$ cat src/hdl/dbrf_pkg.sv
package dbrf_pkg;

  localparam int DEPTH   = 1024;
  localparam int MAX_RUN = 64;
  localparam int PTR_W   = $clog2(DEPTH);
  localparam int CNT_W   = PTR_W + 1;
  localparam int LEN_W   = 7;
  localparam int BYTE_W  = 8;
  localparam int CFG_W   = 11;

  typedef enum logic [1:0] {
    REQ_PUSH      = 2'd0,
    REQ_POP       = 2'd1,
    REQ_POP_DELIM = 2'd2,
    REQ_CLEAR     = 2'd3
  } req_e;

  typedef enum logic {
    CFG_DELIM = 1'b0,
    CFG_CAP   = 1'b1
  } cfg_idx_e;

  typedef struct packed {
    req_e              req_type;
    logic [BYTE_W-1:0] in_byte;
    logic [LEN_W-1:0]  max_len;
  } dbrf_in_t;

  typedef struct packed {
    logic [BYTE_W-1:0] out_byte;
    logic              byte_valid;
    logic              last;
    logic              accepted;
    logic [CNT_W-1:0]  fill_level;
  } dbrf_out_t;

  typedef struct packed {
    logic              we;
    logic [PTR_W-1:0]  waddr;
    logic [BYTE_W-1:0] wdata;
    logic              re;
    logic [PTR_W-1:0]  raddr;
  } dbrf_mem_req_t;

  function automatic logic [PTR_W-1:0] next_ptr(input logic [PTR_W-1:0] p,
                                                 input logic [CNT_W-1:0] cap);
    logic [CNT_W-1:0] s;
    s = {1'b0, p} + CNT_W'(1);
    return (s >= cap) ? '0 : s[PTR_W-1:0];
  endfunction

  function automatic logic [CNT_W-1:0] eff_cap(input logic [CFG_W-1:0] v);
    logic [CNT_W-1:0] c;
    c = CNT_W'(v);
    if (c == '0) begin
      return CNT_W'(1);
    end
    if (c > CNT_W'(DEPTH)) begin
      return CNT_W'(DEPTH);
    end
    return c;
  endfunction

endpackage

$ cat src/hdl/dbrf_ctrl.sv
module dbrf_ctrl import dbrf_pkg::*; (
  input  logic              clk_i,
  input  logic              rst_ni,
  input  logic              in_valid_i,
  output logic              in_ready_o,
  input  dbrf_in_t          in_data_i,
  output logic              out_valid_o,
  input  logic              out_ready_i,
  output dbrf_out_t         out_data_o,
  input  logic              cfg_we_i,
  input  cfg_idx_e          cfg_index_i,
  input  logic [CFG_W-1:0]  cfg_wdata_i,
  output dbrf_mem_req_t     mem_req_o,
  input  logic [BYTE_W-1:0] mem_rdata_i
);

  typedef enum logic [1:0] {
    ST_IDLE,
    ST_SCAN,
    ST_EMIT,
    ST_EMPTY
  } state_e;

  state_e            state_q, state_d;
  logic [PTR_W-1:0]  rd_ptr_q, rd_ptr_d;
  logic [PTR_W-1:0]  wr_ptr_q, wr_ptr_d;
  logic [PTR_W-1:0]  scan_ptr_q, scan_ptr_d;
  logic [CNT_W-1:0]  count_q, count_d;
  logic [CNT_W-1:0]  cap_q, cap_d;
  logic [BYTE_W-1:0] delim_q, delim_d;
  logic [LEN_W-1:0]  span_q, span_d;
  logic [LEN_W-1:0]  iss_q, iss_d;
  logic [LEN_W-1:0]  chk_q, chk_d;
  logic [LEN_W-1:0]  iss_rem_q, iss_rem_d;
  logic [LEN_W-1:0]  emit_rem_q, emit_rem_d;
  logic              pend_q, pend_d;
  logic              out_valid_q, out_valid_d;
  dbrf_out_t         out_q, out_d;

  logic              out_free;
  logic              hit;
  logic              load;
  logic              issue;
  logic [LEN_W-1:0]  lim;
  logic [LEN_W-1:0]  avail;
  logic [LEN_W-1:0]  chk_inc;

  assign out_free   = !out_valid_q || out_ready_i;
  assign in_ready_o = (state_q == ST_IDLE) && out_free;
  assign lim        = (in_data_i.max_len > LEN_W'(MAX_RUN)) ? LEN_W'(MAX_RUN)
                                                           : in_data_i.max_len;
  assign avail      = (count_q < CNT_W'(lim)) ? count_q[LEN_W-1:0] : lim;
  assign chk_inc    = chk_q + LEN_W'(1);
  assign hit        = pend_q && (mem_rdata_i == delim_q);
  assign load       = (state_q == ST_EMIT) && pend_q && out_free;
  assign issue      = (state_q == ST_EMIT) && (iss_rem_q != '0) && (!pend_q || load);

  always_comb begin
    state_d     = state_q;
    rd_ptr_d    = rd_ptr_q;
    wr_ptr_d    = wr_ptr_q;
    scan_ptr_d  = scan_ptr_q;
    count_d     = count_q;
    cap_d       = cap_q;
    delim_d     = delim_q;
    span_d      = span_q;
    iss_d       = iss_q;
    chk_d       = chk_q;
    iss_rem_d   = iss_rem_q;
    emit_rem_d  = emit_rem_q;
    pend_d      = pend_q;
    out_valid_d = out_valid_q && !out_ready_i;
    out_d       = out_q;
    mem_req_o   = '0;

    case (state_q)
      ST_IDLE: begin
        if (in_valid_i && in_ready_o) begin
          out_valid_d = 1'b1;
          out_d       = '0;
          out_d.last  = 1'b1;
          case (in_data_i.req_type)
            REQ_PUSH: begin
              if (count_q < cap_q) begin
                mem_req_o.we    = 1'b1;
                mem_req_o.waddr = wr_ptr_q;
                mem_req_o.wdata = in_data_i.in_byte;
                wr_ptr_d        = next_ptr(wr_ptr_q, cap_q);
                count_d         = count_q + CNT_W'(1);
                out_d.accepted  = 1'b1;
              end
              out_d.fill_level = count_d;
            end
            REQ_CLEAR: begin
              rd_ptr_d = '0;
              wr_ptr_d = '0;
              count_d  = '0;
              out_d.fill_level = '0;
            end
            REQ_POP: begin
              out_d.fill_level = count_q;
              if (avail != '0) begin
                out_valid_d = out_valid_q && !out_ready_i;
                out_d       = out_q;
                iss_rem_d   = avail;
                emit_rem_d  = avail;
                pend_d      = 1'b0;
                state_d     = ST_EMIT;
              end
            end
            default: begin
              out_d.fill_level = count_q;
              if (avail != '0) begin
                out_valid_d = out_valid_q && !out_ready_i;
                out_d       = out_q;
                span_d      = avail;
                scan_ptr_d  = rd_ptr_q;
                iss_d       = '0;
                chk_d       = '0;
                pend_d      = 1'b0;
                state_d     = ST_SCAN;
              end
            end
          endcase
        end
      end
      ST_SCAN: begin
        if (hit) begin
          iss_rem_d  = chk_inc;
          emit_rem_d = chk_inc;
          pend_d     = 1'b0;
          state_d    = ST_EMIT;
        end else begin
          if (pend_q) begin
            chk_d = chk_inc;
          end
          if (pend_q && (chk_inc == span_q)) begin
            pend_d  = 1'b0;
            state_d = ST_EMPTY;
          end else if (iss_q < span_q) begin
            mem_req_o.re    = 1'b1;
            mem_req_o.raddr = scan_ptr_q;
            scan_ptr_d      = next_ptr(scan_ptr_q, cap_q);
            iss_d           = iss_q + LEN_W'(1);
            pend_d          = 1'b1;
          end else begin
            pend_d = 1'b0;
          end
        end
      end
      ST_EMIT: begin
        if (load) begin
          out_valid_d      = 1'b1;
          out_d            = '0;
          out_d.out_byte   = mem_rdata_i;
          out_d.byte_valid = 1'b1;
          out_d.last       = (emit_rem_q == LEN_W'(1));
          count_d          = count_q - CNT_W'(1);
          out_d.fill_level = count_d;
          emit_rem_d       = emit_rem_q - LEN_W'(1);
          pend_d           = 1'b0;
          if (emit_rem_q == LEN_W'(1)) begin
            state_d = ST_IDLE;
          end
        end
        if (issue) begin
          mem_req_o.re    = 1'b1;
          mem_req_o.raddr = rd_ptr_q;
          rd_ptr_d        = next_ptr(rd_ptr_q, cap_q);
          iss_rem_d       = iss_rem_q - LEN_W'(1);
          pend_d          = 1'b1;
        end
      end
      ST_EMPTY: begin
        if (out_free) begin
          out_valid_d      = 1'b1;
          out_d            = '0;
          out_d.last       = 1'b1;
          out_d.fill_level = count_q;
          state_d          = ST_IDLE;
        end
      end
      default: begin
        state_d = ST_IDLE;
      end
    endcase

    if (cfg_we_i) begin
      case (cfg_index_i)
        CFG_DELIM: begin
          delim_d = cfg_wdata_i[BYTE_W-1:0];
        end
        default: begin
          cap_d    = eff_cap(cfg_wdata_i);
          rd_ptr_d = '0;
          wr_ptr_d = '0;
          count_d  = '0;
        end
      endcase
    end
  end

  always_ff @(posedge clk_i or negedge rst_ni) begin
    if (!rst_ni) begin
      state_q     <= ST_IDLE;
      rd_ptr_q    <= '0;
      wr_ptr_q    <= '0;
      count_q     <= '0;
      cap_q       <= CNT_W'(DEPTH);
      delim_q     <= BYTE_W'(10);
      pend_q      <= 1'b0;
      out_valid_q <= 1'b0;
    end else begin
      state_q     <= state_d;
      rd_ptr_q    <= rd_ptr_d;
      wr_ptr_q    <= wr_ptr_d;
      count_q     <= count_d;
      cap_q       <= cap_d;
      delim_q     <= delim_d;
      pend_q      <= pend_d;
      out_valid_q <= out_valid_d;
    end
  end

  always_ff @(posedge clk_i) begin
    scan_ptr_q <= scan_ptr_d;
    span_q     <= span_d;
    iss_q      <= iss_d;
    chk_q      <= chk_d;
    iss_rem_q  <= iss_rem_d;
    emit_rem_q <= emit_rem_d;
    out_q      <= out_d;
  end

  assign out_valid_o = out_valid_q;
  assign out_data_o  = out_q;

endmodule

$ cat config.mk
export PLATFORM = sky130hd
export DESIGN_NAME = dbrf_ctrl
export DESIGN_NICKNAME = d
export VERILOG_FILES = /design/src/hdl/dbrf_pkg.sv /design/src/hdl/dbrf_ctrl.sv
export SDC_FILE = /design/constraint.sdc
export NUM_CORES = 1
export LEC_CHECK = 0
export ABC_AREA = 1
export BUFFER_PORTS_ARGS = -buffer_cell sky130_fd_sc_hd__buf_2
export CELL_PAD_IN_SITES_DETAIL_PLACEMENT = 2
export CELL_PAD_IN_SITES_GLOBAL_PLACEMENT = 2
export CORE_ASPECT_RATIO = 1.1
export CORE_UTILIZATION = 38
export DETAILED_ROUTE_END_ITERATION = 10
export PLACE_DENSITY = 0.92
export SYNTH_ARGS = -nofsm -noshare
export SYNTH_HDL_FRONTEND = slang
export SYNTH_SLANG_ARGS = --single-unit
$ cat constraint.sdc
create_clock -name clk_i -period 5.68 [get_ports clk_i]
set_input_delay 0.284 -clock clk_i [delete_from_list [all_inputs] [get_ports clk_i]]
set_output_delay 0.284 -clock clk_i [all_outputs]
set_load 0.05 [all_outputs]
After elaboration in Yosys (flattened, before gate mapping)
Cells that the tools add are included.
{"block": "classes", "add_sub_neg": 9, "n_mul": 0, "div": 0, "magnitude_cmp": 8, "n_eq_ne": 26, "n_shift": 0, "n_mux": 103, "bitwise_logic": 2, "n_reduce_logical": 35}
{"cell": "10-bit 2-to-1 mux", "n": 20}
{"cell": "11-bit 2-to-1 mux", "n": 13}
{"cell": "7-bit 2-to-1 mux", "n": 16}
{"cell": "22-bit 2-to-1 mux", "n": 4}
{"cell": "11-bit one-hot mux with 2 select lines", "n": 4}
{"cell": "19-bit 2-to-1 mux", "n": 4}
{"cell": "22-bit one-hot mux with 3 select lines", "n": 1}
{"cell": "10-bit one-hot mux with 2 select lines", "n": 3}
{"cell": "7-bit one-hot mux with 3 select lines", "n": 2}
{"cell": "10-bit by 1-bit adder with 11-bit output, second input constant", "n": 3}
{"cell": "11-bit >= comparator", "n": 3}
{"cell": "7-bit one-hot mux with 2 select lines", "n": 2}
{"cell": "1-bit 2-to-1 mux", "n": 21}
{"cell": "2-bit != test, second input constant", "n": 10}
{"cell": "6-bit AND reduction", "n": 3}
{"cell": "2-bit 2-to-1 mux", "n": 8}
{"cell": "5-bit AND reduction", "n": 3}
{"cell": "7-bit by 1-bit adder with 7-bit output, second input constant", "n": 2}
{"cell": "7-bit AND reduction", "n": 2}
{"cell": "7-bit nonzero test", "n": 2}
{"cell": "7-bit by 1-bit subtractor with 7-bit output, second input constant", "n": 2}
{"cell": "11-bit by 1-bit adder with 11-bit output, second input constant", "n": 1}
{"cell": "11-bit > comparator, second input constant", "n": 1}
{"cell": "11-bit logical NOT", "n": 1}
{"cell": "28 further kinds", "n": 52}
{"block": "totals", "ff_bits": 121, "latch_bits": 0, "ram_bits": 0, "mem_bits_ro": 0, "in_bits": 42, "out_inout_bits": 54, "wordCells": 202, "n_memories": 0}

Longest topological paths before layout
{"block": "depth", "word_depth": 9, "mapped_depth": 20, "mapped_depth_nobuf": 20}

Worst setup path before layout
OpenSTA, ideal clock, no wires.
{"block": "synth_path", "path_kind": "register -> output", "startpoint": "reg state_q[0]", "endpoint": "out mem_req_o[19] (netlist name)", "arrival_time_ps": 3225, "required_time_ps": 5396, "setup_slack_ps": 2171, "stages_incl_launch_ff": 11, "path_buffers": 2, "cell_sequence": "dfrtp_1 inv_1 ha_1 buf_4 inv_2 nor2_2 nand2_2 nor3_2 inv_2 buf_2 nor2_1"}
{"element": "from (decl)", "line": "dbrf_ctrl.sv:24", "text": "state_e state_q, state_d;"}
{"element": "from (signal assigned)", "line": "dbrf_ctrl.sv:214", "text": "state_q <= state_d;"}
{"element": "to (decl)", "line": "dbrf_ctrl.sv:13", "text": "output dbrf_mem_req_t mem_req_o,"}

==> metrics.txt <==
Flop pwr share a little over a quarter; CP arrival 3.69 ns; Leakage 5.11 nW; Die Span X ~150 um; final wirelength 44400 um; final slew viol count 0; I/O pins 96; Buffers on Ports 95; filler cell count 2815; Synth warnings 0; row count 60; Psw 4.07 mW; Max Cap Violations 0; Worst slew margin 17.3%; die span in y roughly 170 um; Reg clk slew, reported paths 0.06 ns; Netlist cell types 52; Final nets roughly 1500; Clk pwr share about 15%; share of layout cells above drive strength 1 approximately an eighth; final hold vios 6; Synthesized Nets 1396; Comb power frac just under 60%; Power Density 669 nW/um^2; area occupied by multi-input gates 5280 sq um; DR vias/cell ~6; Final Setup Violations 0; RR Startpoint state_q[0]; gpl congestion about 0.89; Slew @ Worst Pin approximately 1.2 ns; largest net degree at the start of global routing 55; Post-synth EDFFs 67; internal power roughly 3.1 mW; Worst Setup End Kind primary output; Min Clock Period, post-route 3.98 ns; Num CTS Buffers 17; core region area ~24000 sq um; critical path class reg -> out; Routed Antenna Nets 0; Gate Count Post-Synth between 1000 and 1500; r2r endpoint out_data_o[4]; Seq cells post-synth roughly 120; H-tree depth 4; R2R setup slack 1.99 ns; global-route wire length before repair 68400 um; syn_area_per_cell 7.41 sq um; register area ~3400 sq um; fmax 0.251 GHz; CTS tree yes; Post-Syn Area 9490 sq um; DRC 2; RSZ-0062 raised after global routing no; CP Max Fanout 12; CTS Buffer Depth 2; CP startpoint kind flop; setup tns final 0 ns; All-Layer GR Usage 35.3%; ys async rst share between 40% and 50%; initial core utilization about two fifths; post-DP HPWL approximately 31000 um; Worst VDD drop 0.228 mV; fin crit share 70.0%; clock latency on the worst-skew pair 0.44 ns; # diodes 0; routed vias 10300; Clock Skews a little over 0.009 ns; Hold Buf Count CTS 0; register area share after synthesis approximately 35%; initial DRC count 699; GRT overflow 0; Worst setup startpoint chk_q[0]; CTS sink cnt around 120; die area ~26000 sq um; Tot Pwr 7.20 mW; wire length per cell approximately 26 um; switching share of power 56.6%; Layout Area Growth over Synthesis 13.5%; Post CTS Setup Buffer Count 0; CP required 5.40 ns; Post-CTS Resized 0; min-delay worst type in -> async; R2R depth 10; failing checks design-rule violations, negative hold slack; status complete, but fails checks; Main synth FF type edfxtp_1; Hold Slack -0.00716 ns; initial antenna violation count 1; Initial DRT Pass Iterations 10; Setup crit end mem_req_o[10]; clock root buffer master clkbuf_16; number of global-route vias before repair ~11000
placed cells by master (no fill, tap or decap), drive strengths merged, types with 2 or more instances in the layout:
master | synthesis | final
a31oi | 5 | 5
xor2 | 35 | 35
dfstp | 3 | 3
nand4 | 44 | 44
a21oi | 102 | 102
or2 | 6 | 6
nand2 | 286 | 286
o22ai | 11 | 11
a221oi | 5 | 5
nor2 | 124 | 124
nand3 | 89 | 89
a22oi | 2 | 2
clkinv | 4 | 12
o21ai | 95 | 95
ha | 74 | 74
nor3 | 28 | 28
inv | 170 | 170
edfxtp | 67 | 67
xnor2 | 7 | 7
dfrtp | 51 | 51
o211ai | 12 | 12
clkinvlp | 0 | 2
buf | 18 | 105
nor4 | 5 | 5
clkbuf | 26 | 20
o31ai | 2 | 2
cell families after synthesis:
logic type	after synthesis	share of synthesized area [%]
adder cells (fa/ha/maj)	74	9.76
AND/OR/NAND/NOR	584	28.0
AO/OA/AOI/OAI	241	14.0
flip-flops	121	35.5
XOR/XNOR	42	3.88
buffers and inverters	218	8.92
power groups by stage:
stage	clock, mW	combinational [mW]	sequential, mW
floorplan	0	2.47	1.97
global placement	0	3.59	1.83
detailed placement	0	3.95	1.86
CTS	1.05	4.16	1.87
global route	1.08	4.50	1.92
finish	1.05	4.25	1.89
layer usage:
| metal | share of wire (%) | vias to the layer above | global-route usage (%) |
|---|---|---|---|
| li1 | - | 4456 | - |
| met1 | 39 | 5231 | 39.6 |
| met2 | 51 | 429 | 63.2 |
| met3 | 5.1 | 178 | 5.77 |
| met4 | 5.1 | 2 | 20.1 |
| met5 | 0.027 | - | 0 |
area by class of cell:
type	count	share of cell area (%)
inverters	174	6.07
well taps	310	3.60
clock buffers	20	4.15
multi-input cells	941	49.0
clock inverters	11	0.756
flip-flops and latches	121	31.3
repair buffers	105	5.09
worst min-delay path by stage:
stage,start,end,slack (ns),cells after the start
final,rst_ni,delim_q[5],-0.007,2
after floorplan,rst_ni,cap_q[0],-0.01,0
after CTS,rst_ni,delim_q[4],0.04,2
after detailed placement,rst_ni,delim_q[6],0.50,2
after global routing,rst_ni,delim_q[4],0.04,2
after global placement,rst_ni,delim_q[2],0.48,2
synthesized netlist by cell type (3+ instances only):
library cell | n | area (sq um)
ha_1 | 74 | 926
edfxtp_1 | 67 | 2010
nor4_1 | 5 | 31.3
inv_1 | 158 | 593
nor3_1 | 24 | 120
nand2_1 | 276 | 1040
inv_2 | 12 | 45.0
clkbuf_1 | 26 | 97.6
a31oi_1 | 4 | 25.0
nor3_2 | 3 | 30.0
a221oi_1 | 5 | 43.8
a21oi_1 | 102 | 510
dfstp_2 | 3 | 78.8
nor2_2 | 6 | 37.5
nand3_1 | 85 | 425
nand2_2 | 8 | 50.1
nor2_1 | 114 | 428
xor2_1 | 35 | 307
or2_2 | 5 | 31.3
buf_4 | 3 | 22.5
buf_2 | 13 | 65.1
nor2_4 | 3 | 33.8
clkinv_1 | 4 | 15.0
o211ai_1 | 12 | 90.1
xnor2_1 | 7 | 61.3
o22ai_1 | 11 | 68.8
dfrtp_1 | 51 | 1280
nand4_1 | 43 | 269
o21ai_0 | 92 | 460
state kept, by name, indices dropped and copies added (netlist names):
name / count
cap_q: 11
chk_q: 7
count_q: 11
delim_q: 8
emit_rem_q: 7
iss_q: 7
iss_rem_q: 7
out_data_o: 22
out_valid_o: 1
pend_q: 1
rd_ptr_q: 10
scan_ptr_q: 10
span_q: 7
state_q: 2
wr_ptr_q: 10
stage by stage:
stage	instances	setup WS, ns	cell area, sq um	utilization (%)
4_1_cts	1681	1.85	10800	44.0
3_5_place_dp	1650	1.97	10200	41.8
3_3_place_gp	1650	2.28	10200	41.8
2_1_floorplan	1280	2.17	9490	-
6_report	1682	1.70	10800	44.0
5_1_grt	1682	1.56	10800	44.0
worst max-delay path, stage by stage (launching register included):
cell,delay (ns)
edfxtp_1,0.60
ha_1,0.39
inv_1,0.13
nand2_1,0.16
nand2_1,0.20
nand2_1,0.11
nand2_1,0.05
nand3_1,0.08
nor2_1,0.06
nand4_1,0.46
nand3_1,0.17
a21oi_1,0.47
buf_2,0.36
No activity file was read; power rests on OpenSTA's default activity.
